**config.mk**
```make
export PLATFORM = sky130hd
export DESIGN_NAME = linear_probe_hash_table
export DESIGN_NICKNAME = d
export VERILOG_FILES = /design/src/lpht_pkg.sv /design/src/linear_probe_hash_table.sv /design/src/lpht_ctrl.sv /design/src/lpht_dp.sv
export SDC_FILE = /design/constraint.sdc
export NUM_CORES = 1
export LEC_CHECK = 0
export BUFFER_PORTS_ARGS = -buffer_cell sky130_fd_sc_hd__buf_2
export CORE_ASPECT_RATIO = 0.9
export CORE_MARGIN = 8
export CORE_UTILIZATION = 45
export DETAILED_ROUTE_END_ITERATION = 7
export GPL_TIMING_DRIVEN = 0
export PLACE_DENSITY = 0.69
export SKIP_CTS_REPAIR_TIMING = 1
export SLEW_MARGIN = 20
export SYNTH_ARGS = -nofsm -noshare
export SYNTH_HDL_FRONTEND = slang
export SYNTH_SLANG_ARGS = --single-unit
export TNS_END_PERCENT = 1
```
**constraint.sdc**
```tcl
create_clock -name clk -period 5.7 [get_ports clk]
set_input_delay 1.14 -clock clk [delete_from_list [all_inputs] [get_ports clk]]
set_output_delay 1.14 -clock clk [all_outputs]
set_load 0.03 [all_outputs]
```
**src/lpht_pkg.sv**
```systemverilog
// Shared constants, codes and controller/datapath interface types for the hash table.
package lpht_pkg;

  localparam int TABLE_SIZE = 16;
  localparam int IDX_W      = (TABLE_SIZE > 1) ? $clog2(TABLE_SIZE) : 1;
  localparam bit TS_POW2    = (TABLE_SIZE & (TABLE_SIZE - 1)) == 0;

  localparam int ACT_W  = 2;
  localparam int KEY_W  = 31;
  localparam int VAL_W  = 32;
  localparam int STS_W  = 2;
  localparam int SLOT_W = 4;

  // ceil(2**(KEY_W+IDX_W) / TABLE_SIZE): exact quotient for every key
  localparam logic [63:0] RECIP_FULL =
    ((64'd1 << (KEY_W + IDX_W)) + 64'(TABLE_SIZE - 1)) / 64'(TABLE_SIZE);
  localparam logic [KEY_W:0]   RECIP  = RECIP_FULL[KEY_W:0];
  localparam logic [IDX_W-1:0] TS_MOD = IDX_W'(TABLE_SIZE);

  // action codes
  localparam logic [ACT_W-1:0] ACT_INSERT = 2'd0;
  localparam logic [ACT_W-1:0] ACT_LOOKUP = 2'd1;
  localparam logic [ACT_W-1:0] ACT_DELETE = 2'd2;

  // slot states
  localparam logic [1:0] ST_EMPTY = 2'd0;
  localparam logic [1:0] ST_USED  = 2'd1;
  localparam logic [1:0] ST_GONE  = 2'd2;

  // result status codes
  localparam logic [STS_W-1:0] RES_DONE     = 2'd0;
  localparam logic [STS_W-1:0] RES_NOTFOUND = 2'd1;
  localparam logic [STS_W-1:0] RES_FULL     = 2'd2;

  typedef enum logic [4:0] {
    S_IDLE  = 5'b00001,
    S_HOME  = 5'b00010,
    S_ISSUE = 5'b00100,
    S_PROBE = 5'b01000,
    S_DONE  = 5'b10000
  } lpht_state_t;

  typedef struct packed {
    logic load;       // latch the incoming word
    logic home_step;  // one step of the home slot reduction
    logic issue;      // first table read at the home slot
    logic probe;      // evaluate one probed slot
    logic out_load;   // move the result into the output register
  } lpht_cmd_t;

  typedef struct packed {
    logic home_done;
    logic probe_end;
  } lpht_sts_t;

endpackage

```
**src/linear_probe_hash_table.sv**
```systemverilog
// Top level of the linear-probing key/value hash table.
// Usage:
//   Input channel (in_valid/in_stall) carries one command word: in_action
//   (insert, lookup, delete), in_key and in_value. Result channel
//   (out_valid/out_stall) returns one word per command: out_status,
//   out_found_value and out_slot.
//   A word is taken on a clock edge with valid high and stall low.
//   Sequencing: one command is worked at a time. A command probing n slots
//   (1 to TABLE_SIZE) goes from acceptance through one table read issue,
//   n probes (one slot per cycle through the single read port of the
//   key/value memories) and a hand-over of the result to the output
//   register, where the word shows up. When TABLE_SIZE is not a power of
//   two, the home slot first comes from a two-step reciprocal multiply.
//   The output register frees the engine: a new command is accepted while
//   a result waits under out_stall; the next result then holds in the
//   engine until the output register is taken.
//   Reset (rst_n low, synchronous) marks every slot empty and drops any
//   pending result; no clearing pass is needed.
module linear_probe_hash_table (
  input  logic                                clk,
  input  logic                                rst_n,
  input  logic                                in_valid,
  output logic                                in_stall,
  input  logic        [lpht_pkg::ACT_W-1:0]   in_action,
  input  logic        [lpht_pkg::KEY_W-1:0]   in_key,
  input  logic signed [lpht_pkg::VAL_W-1:0]   in_value,
  output logic                                out_valid,
  input  logic                                out_stall,
  output logic        [lpht_pkg::STS_W-1:0]   out_status,
  output logic signed [lpht_pkg::VAL_W-1:0]   out_found_value,
  output logic        [lpht_pkg::SLOT_W-1:0]  out_slot
);

  lpht_pkg::lpht_cmd_t cmd;
  lpht_pkg::lpht_sts_t sts;

  lpht_ctrl u_ctrl (
    .clk       (clk),
    .rst_n     (rst_n),
    .in_valid  (in_valid),
    .in_stall  (in_stall),
    .out_valid (out_valid),
    .out_stall (out_stall),
    .cmd       (cmd),
    .sts       (sts)
  );

  lpht_dp u_dp (
    .clk             (clk),
    .rst_n           (rst_n),
    .cmd             (cmd),
    .sts             (sts),
    .in_action       (in_action),
    .in_key          (in_key),
    .in_value        (in_value),
    .out_status      (out_status),
    .out_found_value (out_found_value),
    .out_slot        (out_slot)
  );

  // failed commands report zero value and slot
  a_fail_zero: assert property (@(posedge clk) disable iff (!rst_n)
    out_valid && out_status != lpht_pkg::RES_DONE |-> out_found_value == '0 && out_slot == '0)
    else $error("failed result carries nonzero value or slot");

  // engine is busy right after taking a word
  a_busy_after_accept: assert property (@(posedge clk) disable iff (!rst_n)
    in_valid && !in_stall |=> in_stall)
    else $error("second word accepted while a command is in flight");

  // reset drops any pending result
  a_reset_clears: assert property (@(posedge clk)
    !rst_n |=> !out_valid)
    else $error("result valid after reset");

endmodule

```
**src/lpht_ctrl.sv**
```systemverilog
// Sequencing state machine and channel handshake control for the hash table.
module lpht_ctrl (
  input  logic                clk,
  input  logic                rst_n,
  input  logic                in_valid,
  output logic                in_stall,
  output logic                out_valid,
  input  logic                out_stall,
  output lpht_pkg::lpht_cmd_t cmd,
  input  lpht_pkg::lpht_sts_t sts
);

  lpht_pkg::lpht_state_t state_r, state_nxt;
  logic                  out_valid_r, out_valid_nxt;

  assign in_stall  = (state_r != lpht_pkg::S_IDLE);
  assign out_valid = out_valid_r;

  always_comb begin
    state_nxt = state_r;
    cmd       = '0;
    unique case (state_r)
      lpht_pkg::S_IDLE: begin
        if (in_valid) begin
          cmd.load  = 1'b1;
          state_nxt = lpht_pkg::TS_POW2 ? lpht_pkg::S_ISSUE : lpht_pkg::S_HOME;
        end
      end
      lpht_pkg::S_HOME: begin
        cmd.home_step = 1'b1;
        if (sts.home_done) state_nxt = lpht_pkg::S_ISSUE;
      end
      lpht_pkg::S_ISSUE: begin
        cmd.issue = 1'b1;
        state_nxt = lpht_pkg::S_PROBE;
      end
      lpht_pkg::S_PROBE: begin
        cmd.probe = 1'b1;
        if (sts.probe_end) state_nxt = lpht_pkg::S_DONE;
      end
      lpht_pkg::S_DONE: begin
        if (!out_valid_r || !out_stall) begin
          cmd.out_load = 1'b1;
          state_nxt    = lpht_pkg::S_IDLE;
        end
      end
      default: state_nxt = lpht_pkg::S_IDLE;
    endcase
  end

  always_comb begin
    out_valid_nxt = out_valid_r;
    if (cmd.out_load)        out_valid_nxt = 1'b1;
    else if (!out_stall)     out_valid_nxt = 1'b0;
  end

  always_ff @(posedge clk) begin
    if (!rst_n) begin
      state_r     <= lpht_pkg::S_IDLE;
      out_valid_r <= 1'b0;
    end else begin
      state_r     <= state_nxt;
      out_valid_r <= out_valid_nxt;
    end
  end

endmodule

```
**src/lpht_dp.sv**
```systemverilog
// Datapath: slot state flops, key/value memories, probe pointer and result registers.
module lpht_dp (
  input  logic                                   clk,
  input  logic                                   rst_n,
  input  lpht_pkg::lpht_cmd_t                    cmd,
  output lpht_pkg::lpht_sts_t                    sts,
  input  logic        [lpht_pkg::ACT_W-1:0]      in_action,
  input  logic        [lpht_pkg::KEY_W-1:0]      in_key,
  input  logic signed [lpht_pkg::VAL_W-1:0]      in_value,
  output logic        [lpht_pkg::STS_W-1:0]      out_status,
  output logic signed [lpht_pkg::VAL_W-1:0]      out_found_value,
  output logic        [lpht_pkg::SLOT_W-1:0]     out_slot
);

  logic        [1:0]                 state_r [lpht_pkg::TABLE_SIZE];
  logic        [lpht_pkg::KEY_W-1:0] key_mem [lpht_pkg::TABLE_SIZE];
  logic signed [lpht_pkg::VAL_W-1:0] val_mem [lpht_pkg::TABLE_SIZE];

  logic        [lpht_pkg::ACT_W-1:0] act_r;
  logic        [lpht_pkg::KEY_W-1:0] key_r;
  logic signed [lpht_pkg::VAL_W-1:0] val_r;

  logic [lpht_pkg::IDX_W-1:0] addr_r, addr_nxt;
  logic [lpht_pkg::IDX_W-1:0] cnt_r;
  logic [lpht_pkg::IDX_W-1:0] quo_r;
  logic                       home_ph_r;
  logic [2*lpht_pkg::KEY_W:0] prod;
  logic [lpht_pkg::IDX_W-1:0] home_idx;

  logic        [lpht_pkg::IDX_W-1:0] rd_idx_r;
  logic        [1:0]                 rd_st_r;
  logic        [lpht_pkg::KEY_W-1:0] rd_key_r;
  logic signed [lpht_pkg::VAL_W-1:0] rd_val_r;

  logic        [lpht_pkg::STS_W-1:0]  res_status_r;
  logic signed [lpht_pkg::VAL_W-1:0]  res_fv_r;
  logic        [lpht_pkg::SLOT_W-1:0] res_slot_r;

  logic is_ins, is_find, is_del, hit, last, stop;

  // key / TABLE_SIZE by reciprocal multiply; the remainder is below
  // 2**IDX_W, so only the low quotient bits are kept
  assign prod = {{(lpht_pkg::KEY_W + 1){1'b0}}, key_r} *
                {{lpht_pkg::KEY_W{1'b0}}, lpht_pkg::RECIP};
  assign home_idx = key_r[lpht_pkg::IDX_W-1:0] - quo_r * lpht_pkg::TS_MOD;

  assign addr_nxt = (addr_r == lpht_pkg::IDX_W'(lpht_pkg::TABLE_SIZE - 1)) ?
                    '0 : addr_r + lpht_pkg::IDX_W'(1);

  assign is_ins  = (act_r == lpht_pkg::ACT_INSERT);
  assign is_del  = (act_r == lpht_pkg::ACT_DELETE);
  assign is_find = (act_r == lpht_pkg::ACT_LOOKUP) || is_del;
  assign last    = (cnt_r == lpht_pkg::IDX_W'(lpht_pkg::TABLE_SIZE - 1));
  assign hit     = is_ins ? (rd_st_r != lpht_pkg::ST_USED)
                          : (is_find && rd_st_r == lpht_pkg::ST_USED && rd_key_r == key_r);
  // unused action code ends at once as a miss
  assign stop    = hit || !(is_ins || is_find) ||
                   (is_find && rd_st_r == lpht_pkg::ST_EMPTY) || last;

  assign sts = '{home_done: home_ph_r, probe_end: stop};

  always_ff @(posedge clk) begin
    if (cmd.load) begin
      act_r     <= in_action;
      key_r     <= in_key;
      val_r     <= in_value;
      home_ph_r <= 1'b0;
      if (lpht_pkg::TS_POW2) addr_r <= in_key[lpht_pkg::IDX_W-1:0];
    end
    if (cmd.home_step) begin
      home_ph_r <= 1'b1;
      if (!home_ph_r) quo_r  <= prod[lpht_pkg::KEY_W + lpht_pkg::IDX_W +: lpht_pkg::IDX_W];
      else            addr_r <= home_idx;
    end
    if (cmd.issue) begin
      addr_r <= addr_nxt;
      cnt_r  <= '0;
    end
    if (cmd.probe && !stop) begin
      addr_r <= addr_nxt;
      cnt_r  <= cnt_r + lpht_pkg::IDX_W'(1);
    end
    if (cmd.probe && stop) begin
      res_status_r <= hit ? lpht_pkg::RES_DONE
                          : (is_ins ? lpht_pkg::RES_FULL : lpht_pkg::RES_NOTFOUND);
      res_fv_r     <= (hit && is_find) ? rd_val_r : '0;
      res_slot_r   <= hit ? lpht_pkg::SLOT_W'(rd_idx_r) : '0;
    end
    if (cmd.out_load) begin
      out_status      <= res_status_r;
      out_found_value <= res_fv_r;
      out_slot        <= res_slot_r;
    end
  end

  // one read per cycle at the probe pointer
  always_ff @(posedge clk) begin
    rd_idx_r <= addr_r;
    rd_key_r <= key_mem[addr_r];
    rd_val_r <= val_mem[addr_r];
    rd_st_r  <= state_r[addr_r];
    if (cmd.probe && hit && is_ins) begin
      key_mem[rd_idx_r] <= key_r;
      val_mem[rd_idx_r] <= val_r;
    end
  end

  always_ff @(posedge clk) begin
    if (!rst_n) begin
      for (int i = 0; i < lpht_pkg::TABLE_SIZE; i++) state_r[i] <= lpht_pkg::ST_EMPTY;
    end else if (cmd.probe && hit) begin
      if (is_ins)      state_r[rd_idx_r] <= lpht_pkg::ST_USED;
      else if (is_del) state_r[rd_idx_r] <= lpht_pkg::ST_GONE;
    end
  end

endmodule

```
# After elaboration in Yosys (flattened, before gate mapping)
# Memories as Yosys holds them, arrays and structs flattened. A register that Yosys moved wholly into a read port is not among the register bits.
# Cells that the tools add are included.
dict set report classes {
  mux 40
  reduce_logical 23
  bitwise 1
  n_eq_ne 18
  addsub 2
}
# operator n
set ops {}
lappend ops {{$mux W4} 9}
lappend ops {{$eq A31 B31 Y1} 1}
lappend ops {{$pmux W5 S5} 1}
lappend ops {{$mux W1} 23}
lappend ops {{$mux W5} 4}
lappend ops {{$ne A2 B1 Y1 const B} 5}
lappend ops {{$add A4 B1 Y4 const B} 2}
lappend ops {{$eq A4 B4 Y1 const B} 2}
lappend ops {{$logic_and A1 B1 Y1} 8}
lappend ops {{$logic_or A1 B1 Y1} 6}
lappend ops {{$mux W2} 3}
lappend ops {{$eq A5 B1 Y1 const B} 1}
lappend ops {{$eq A5 B2 Y1 const B} 1}
lappend ops {{$eq A5 B3 Y1 const B} 1}
lappend ops {{$eq A5 B4 Y1 const B} 1}
lappend ops {{$eq A5 B5 Y1 const B} 1}
lappend ops {{$ne A5 B1 Y1 const B} 1}
lappend ops {{$eq A2 B1 Y1 const B} 2}
lappend ops {{$logic_not A1 Y1} 4}
lappend ops {{$logic_not A2 Y1} 2}
lappend ops {{$reduce_and A4 Y1} 1}
lappend ops {{$eq A2 B2 Y1 const B} 1}
lappend ops {{$ne A2 B2 Y1 const B} 1}
lappend ops {{$reduce_bool A2 Y1} 1}
lappend ops {{other kinds (2)} 2}
dict set report word_totals {
  regBits 160
  wordCells 102
  ram_bits 1040
  out_inout_bits 40
  input_bits 69
  memories 3
}
# name words width read_ports rd_ports_with_merged_regs wr line_no
set mem_list {}
lappend mem_list {u_dp.val_mem 16 32 1 1 1 lpht_dp.sv:17} ;# logic signed [lpht_pkg::VAL_W-1:0] val_mem [lpht_pkg::TABLE_SIZE];
lappend mem_list {u_dp.key_mem 16 31 1 1 1 lpht_dp.sv:16} ;# logic [lpht_pkg::KEY_W-1:0] key_mem [lpht_pkg::TABLE_SIZE];
lappend mem_list {u_dp.state_r 16 2 1 1 16 lpht_dp.sv:15} ;# logic [1:0] state_r [lpht_pkg::TABLE_SIZE];

# Depth between registers and ports, before layout
dict set report depth {
  depth_word 12
  ltp_mapped 8
  depth_no_buf 8
}

# Hierarchy
# Synthesis repeated with hierarchy kept, for this count alone.
dict set report unflattened {
  hier_cells 1956
  hier_area_um2 47341.7
}
# module area_per_inst_um2 n_inst cells_each
set by_module_without_submodules {}
lappend by_module_without_submodules {lpht_dp 47081.4 1 1928}
lappend by_module_without_submodules {lpht_ctrl 260.2 1 28}

# Worst setup path before layout
# OpenSTA, ideal clock, no wires.
dict set report synth_timing {
  path_kind {register to register}
  start {reg u_dp.act_r[0] in the netlist's numbering}
  end {mem u_dp.key_mem[11][0] in the netlist's numbering (enable)}
  path_buffers 1
  required_ns 5.216
  path_stages_with_launch 8
  t_arrival_ns 3.945
  setup_ns 0.484
  path_slack_ns 1.271
  path_cell_list {edfxtp_1 > inv_1 > ha_1 > inv_1 > nor2_1 > nand2_1 > clkbuf_1 > nor2_1}
}
dict set report synth_via {
  elab_cells_between_ends 11
}
# item line_no
set synth_rtl {}
lappend synth_rtl {{start, declared} lpht_dp.sv:19} ;# logic [lpht_pkg::ACT_W-1:0] act_r;
lappend synth_rtl {{start signal, assigned} lpht_dp.sv:64} ;# act_r <= in_action;
lappend synth_rtl {{$logic_not A2 Y1 (*)} lpht_dp.sv:50} ;# assign is_ins = (act_r == lpht_pkg::ACT_INSERT);
lappend synth_rtl {{net u_dp.is_ins} lpht_dp.sv:39} ;# logic is_ins, is_find, is_del, hit, last, stop;
lappend synth_rtl {{$mux W1} lpht_dp.sv:54} ;# assign hit = is_ins ? (rd_st_r != lpht_pkg::ST_USED)
lappend synth_rtl {{$logic_and A1 B1 Y1} lpht_dp.sv:102} ;# if (cmd.probe && hit && is_ins) begin
lappend synth_rtl {{$logic_and A1 B1 Y1 (*)} lpht_dp.sv:102}
lappend synth_rtl {{$mux W1 (*)} lpht_dp.sv:102}
lappend synth_rtl {{$mux W1 (implied by the code) (*)} lpht_dp.sv:103} ;# key_mem[rd_idx_r] <= key_r;
lappend synth_rtl {{end, declared} lpht_dp.sv:16}
# Mark *: on every way through the listed nets, which the timed path passes. The rest lies on a longest branch.

# Final worst setup path
dict set report layout_timing {
  start {reg u_dp.key_r[22] in the netlist's numbering}
  end {reg u_dp.res_fv_r[23] in the netlist's numbering (enable)}
}
dict set report layout_via {
  elab_chain_cells 7
}
# item line_no
set layout_lines {}
lappend layout_lines {{start, declared} lpht_dp.sv:20} ;# logic [lpht_pkg::KEY_W-1:0] key_r;
lappend layout_lines {{start signal, assigned} lpht_dp.sv:65} ;# key_r <= in_key;
lappend layout_lines {{$eq A31 B31 Y1} lpht_dp.sv:55} ;# : (is_find && rd_st_r == lpht_pkg::ST_USED && rd_key_r == key_r);
lappend layout_lines {{$logic_and A1 B1 Y1} lpht_dp.sv:55}
lappend layout_lines {{$mux W1} lpht_dp.sv:54}
lappend layout_lines {{$logic_or A1 B1 Y1 (2 in a row)} lpht_dp.sv:57} ;# assign stop = hit || !(is_ins || is_find) ||
lappend layout_lines {{$logic_or A1 B1 Y1} lpht_dp.sv:58} ;# (is_find && rd_st_r == lpht_pkg::ST_EMPTY) || last;
lappend layout_lines {{$logic_and A1 B1 Y1} lpht_dp.sv:83} ;# if (cmd.probe && stop) begin
lappend layout_lines {{end signal, assigned} lpht_dp.sv:86} ;# res_fv_r <= (hit && is_find) ? rd_val_r : '0;
lappend layout_lines {{end, declared} lpht_dp.sv:36} ;# logic signed [lpht_pkg::VAL_W-1:0] res_fv_r;
# Every way passes these cells.
# A chain may end at the register's enable or synchronous reset.

==> flow_metrics.py <==
metrics = {
    "logic_synthesis": {
        "ys_seq_elements": 1263,
        "synthArstFlopShare_pct": 0,
        "ys.warnings.count": 0,
        "yosysTopAreaCellShare_pct": 77.0,
        "synthesis.nets": 1987,
        "post_synth.cell_area_avg_um2": 24.2,
        "synthesis.area_mm2": 0.0464,
        "synthTopCellsByArea": "edfxtp_1 77%, mux4_2 16%, dfxtp_1 3.2%, xnor2_1 0.57%, nor2_1 0.50%",
        "synth_edf_count": 1189,
        "ys_seq_area_share_pct": 80.2,
        "synth_cells": 1913,
        "synth_ff_type": "edfxtp_1",
        "ys_types": 41,
        "synth_top_cell_by_area": "edfxtp_1",
    },
    "worst_setup_path": {
        "cp.arrival_ps": 4630,
        "end_kind": "register",
        "path_class": "register to register",
        "cp.required_ps": 6010,
        "cp-start-kind": "register",
        "cp_max_fo": 38,
    },
    "detailed_routing": {
        "dr.pass1.iters": 6,
        "wire_per_inst_um": 29.6,
        "drt-total-wl_mm": 109,
        "remaining_drc_errors": 0,
        "vias": 21600,
        "viasPerCell": 5.87,
        "ant_nets": 0,
        "drt-initial-drc-count": 2847,
    },
    "place": {
        "io_buffers": 108,
        "placed_cells": 3453,
        "gp_congestion": 0.832,
        "dpl.hpwl_mm": 69.0,
    },
    "floorplanning": {
        "die_area_mm2": 0.114,
        "ios": 109,
        "row_count": 111,
        "start_util_pct": 45.5,
        "dieWidth_um": 354,
        "core-area_mm2": 0.102,
        "dieHeight_um": 321,
    },
    "sta": {
        "min_period_ps": 4330,
        "worstMarginPinSlew_ps": 1090,
        "clock.fmax_ghz": 0.231,
        "finalSetupViolations": 0,
        "rsz0062_at_grt": "false",
        "drv_slew": 0,
        "hold-worst-slack_ps": 376,
        "hold_viol": 0,
        "fin_skew_ps": 51.9,
        "worst_slew_margin_rel_pct": 27.6,
        "finalCritPeriodShare_pct": 75.9,
    },
    "global_route": {
        "grt-ovfl-total": 0,
        "track_usage_pct": 18.8,
        "first_global_vias": 22500,
        "grt_max_degree": 39,
        "antenna_found_initial": 5,
        "grt_pass1_wl_mm": 156,
    },
    "cells_and_area": {
        "final_nets": 2293,
        "fin_cells": 3683,
        "drive_above_1_share_pct": 32.2,
        "seq_area_mm2": 0.0372,
        "multi_input_area_mm2": 0.00886,
        "area_delta_synth_final_pct": 17.8,
        "nFillCells": 7465,
        "utilization_pct": 53.6,
    },
    "clock_tree": {
        "cts.htree.levels": 3,
        "cts_tree": "done",
        "cts_made_buffers": 120,
        "cts-root-buf": "clkbuf_16",
        "clk_latency_ps": 690,
        "cts_max_path_buffers": 3,
        "clkSinkCount": 1263,
        "clkSlewWorstSetupHoldPaths_ps": 60,
    },
    "outcome": {
        "status": "finished clean",
    },
    "run": {
        "drv_cap": 0,
    },
    "power_and_ir_drop": {
        "p_leak_uw": 0.0174,
        "ir_drop_uv": 268,
        "power.density_mw_per_mm2": 437,
    },
    "worst_hold_path": {
        "hold_class": "register to register",
    },
}
routing by layer:
layer / share of wire, % / vias up / track usage (%)
met5: 0.012 / - / 0
met4: 2.9 / 2 / 5.29
met3: 8.5 / 220 / 3.47
met2: 49 / 1191 / 31.1
met1: 39 / 11500 / 25.8
li1: - / 8752 / -
sequential cells by signal, indices dropped and copies added (netlist names), 31 cells and up:
signal,count
u_dp.rd_key_r,31
u_dp.key_r,31
u_dp.res_fv_r,32
u_dp.val_r,32
u_dp.key_mem,496
u_dp.rd_val_r,32
u_dp.state_r,32
u_dp.out_found_value,32
u_dp.val_mem,512
area by class of cell:
cell class,instances,area share (%)
tap,1356,3.11
sequential,1263,68.1
multi-input combinational,555,16.2
antenna,2,0.00916
timing repair buffer,184,4.67
clock buffer,175,6.19
buffer,87,0.806
clock inverter,53,0.870
inverter,8,0.0550
metrics by stage:
stage                     setup slack (ps)  setup TNS, ps  total power, µW  instance area, µm²
after global routing                  1300              0            24600               54600
after CTS                             1430              0            24000               54600
after floorplan                       1270              0            14700               46400
final                                 1370              0            23800               54600
after global placement               -2930       -2856840            16100               48600
after detailed placement              1480              0            16300               50800
cells in the mapped netlist, types with 2 or more instances:
cell type     n
nand2_1      12
buf_1        11
o21a_1        2
ha_1          5
inv_1         8
nand4_1       8
nor2_1       62
a21oi_1       4
clkbuf_1     38
nor4_2        2
dfxtp_1      74
mux2_1        4
xnor2_1      30
nand2b_1      5
o21ai_0      10
xor2_1        4
and2_1        4
edfxtp_1   1189
nand3b_1      3
mux4_2      325
buf_2        27
nor2b_1       5
buf_6         9
and3_1       32
nand3_1      11
nand4b_1      2
o21ai_1      10
a31oi_1       3
a21boi_0      2
cells in the final DEF (no fill, tap or decap), drive strengths merged, types with 12 or more instances in the layout:
| master | instances |
|---|---|
| edfxtp | 1189 |
| mux4 | 325 |
| buf | 232 |
| clkbuf | 214 |
| dfxtp | 74 |
| nor2 | 62 |
| clkinv | 41 |
| and3 | 32 |
| xnor2 | 30 |
| o21ai | 20 |
| nand2 | 12 |
final timing paths:
kind / start / to / depth (start not counted) / slack, ps
worst max-delay path: u_dp.key_r[22]$_DFFE_PP_ / u_dp.res_fv_r[23]$_SDFFCE_PN0P_ / 6 / 1370
worst min-delay path: u_dp.addr_r[3]$_DFFE_PP_ / u_dp.rd_idx_r[3]$_DFF_P_ / 0 / 380
worst max register to register: u_dp.key_r[22]$_DFFE_PP_ / u_dp.res_fv_r[23]$_SDFFCE_PN0P_ / 6 / 1370
worst min register to register: u_dp.addr_r[3]$_DFFE_PP_ / u_dp.rd_idx_r[3]$_DFF_P_ / 0 / 380
critical path, stage by stage, from the launching register on:
cell      delay [ps]
edfxtp_1         660
xnor2_1          530
nand4_1          270
nor4_2           690
a41o_1           430
clkbuf_1         590
o21a_4           720
power by group:
part | internal, µW | total (µW) | leakage (µW) | switching, µW
Combinational | 2030 | 4290 | 0.00413 | 2250
Sequential | 11200 | 11800 | 0.0114 | 671
Clock | 4430 | 7740 | 0.00189 | 3310
Total | 17600 | 23800 | 0.0174 | 6230
cells by family (layout without fill, tap and decap cells):
group                      count (synthesis)  count (layout)  share of synthesized area [%]
DFF                                     1263            1263                           80.2
muxes                                    329             329                           15.9
and+or+nand+nor                          150             150                           1.66
buffers and inverters                     95             507                          0.999
AOI/OAI and AO/OA                         37              37                          0.472
xor gates and xnor gates                  34              34                          0.642
adders and majority gates                  5               5                          0.135
other                                      0               2                              0
Power figures use the tool's default switching activity.
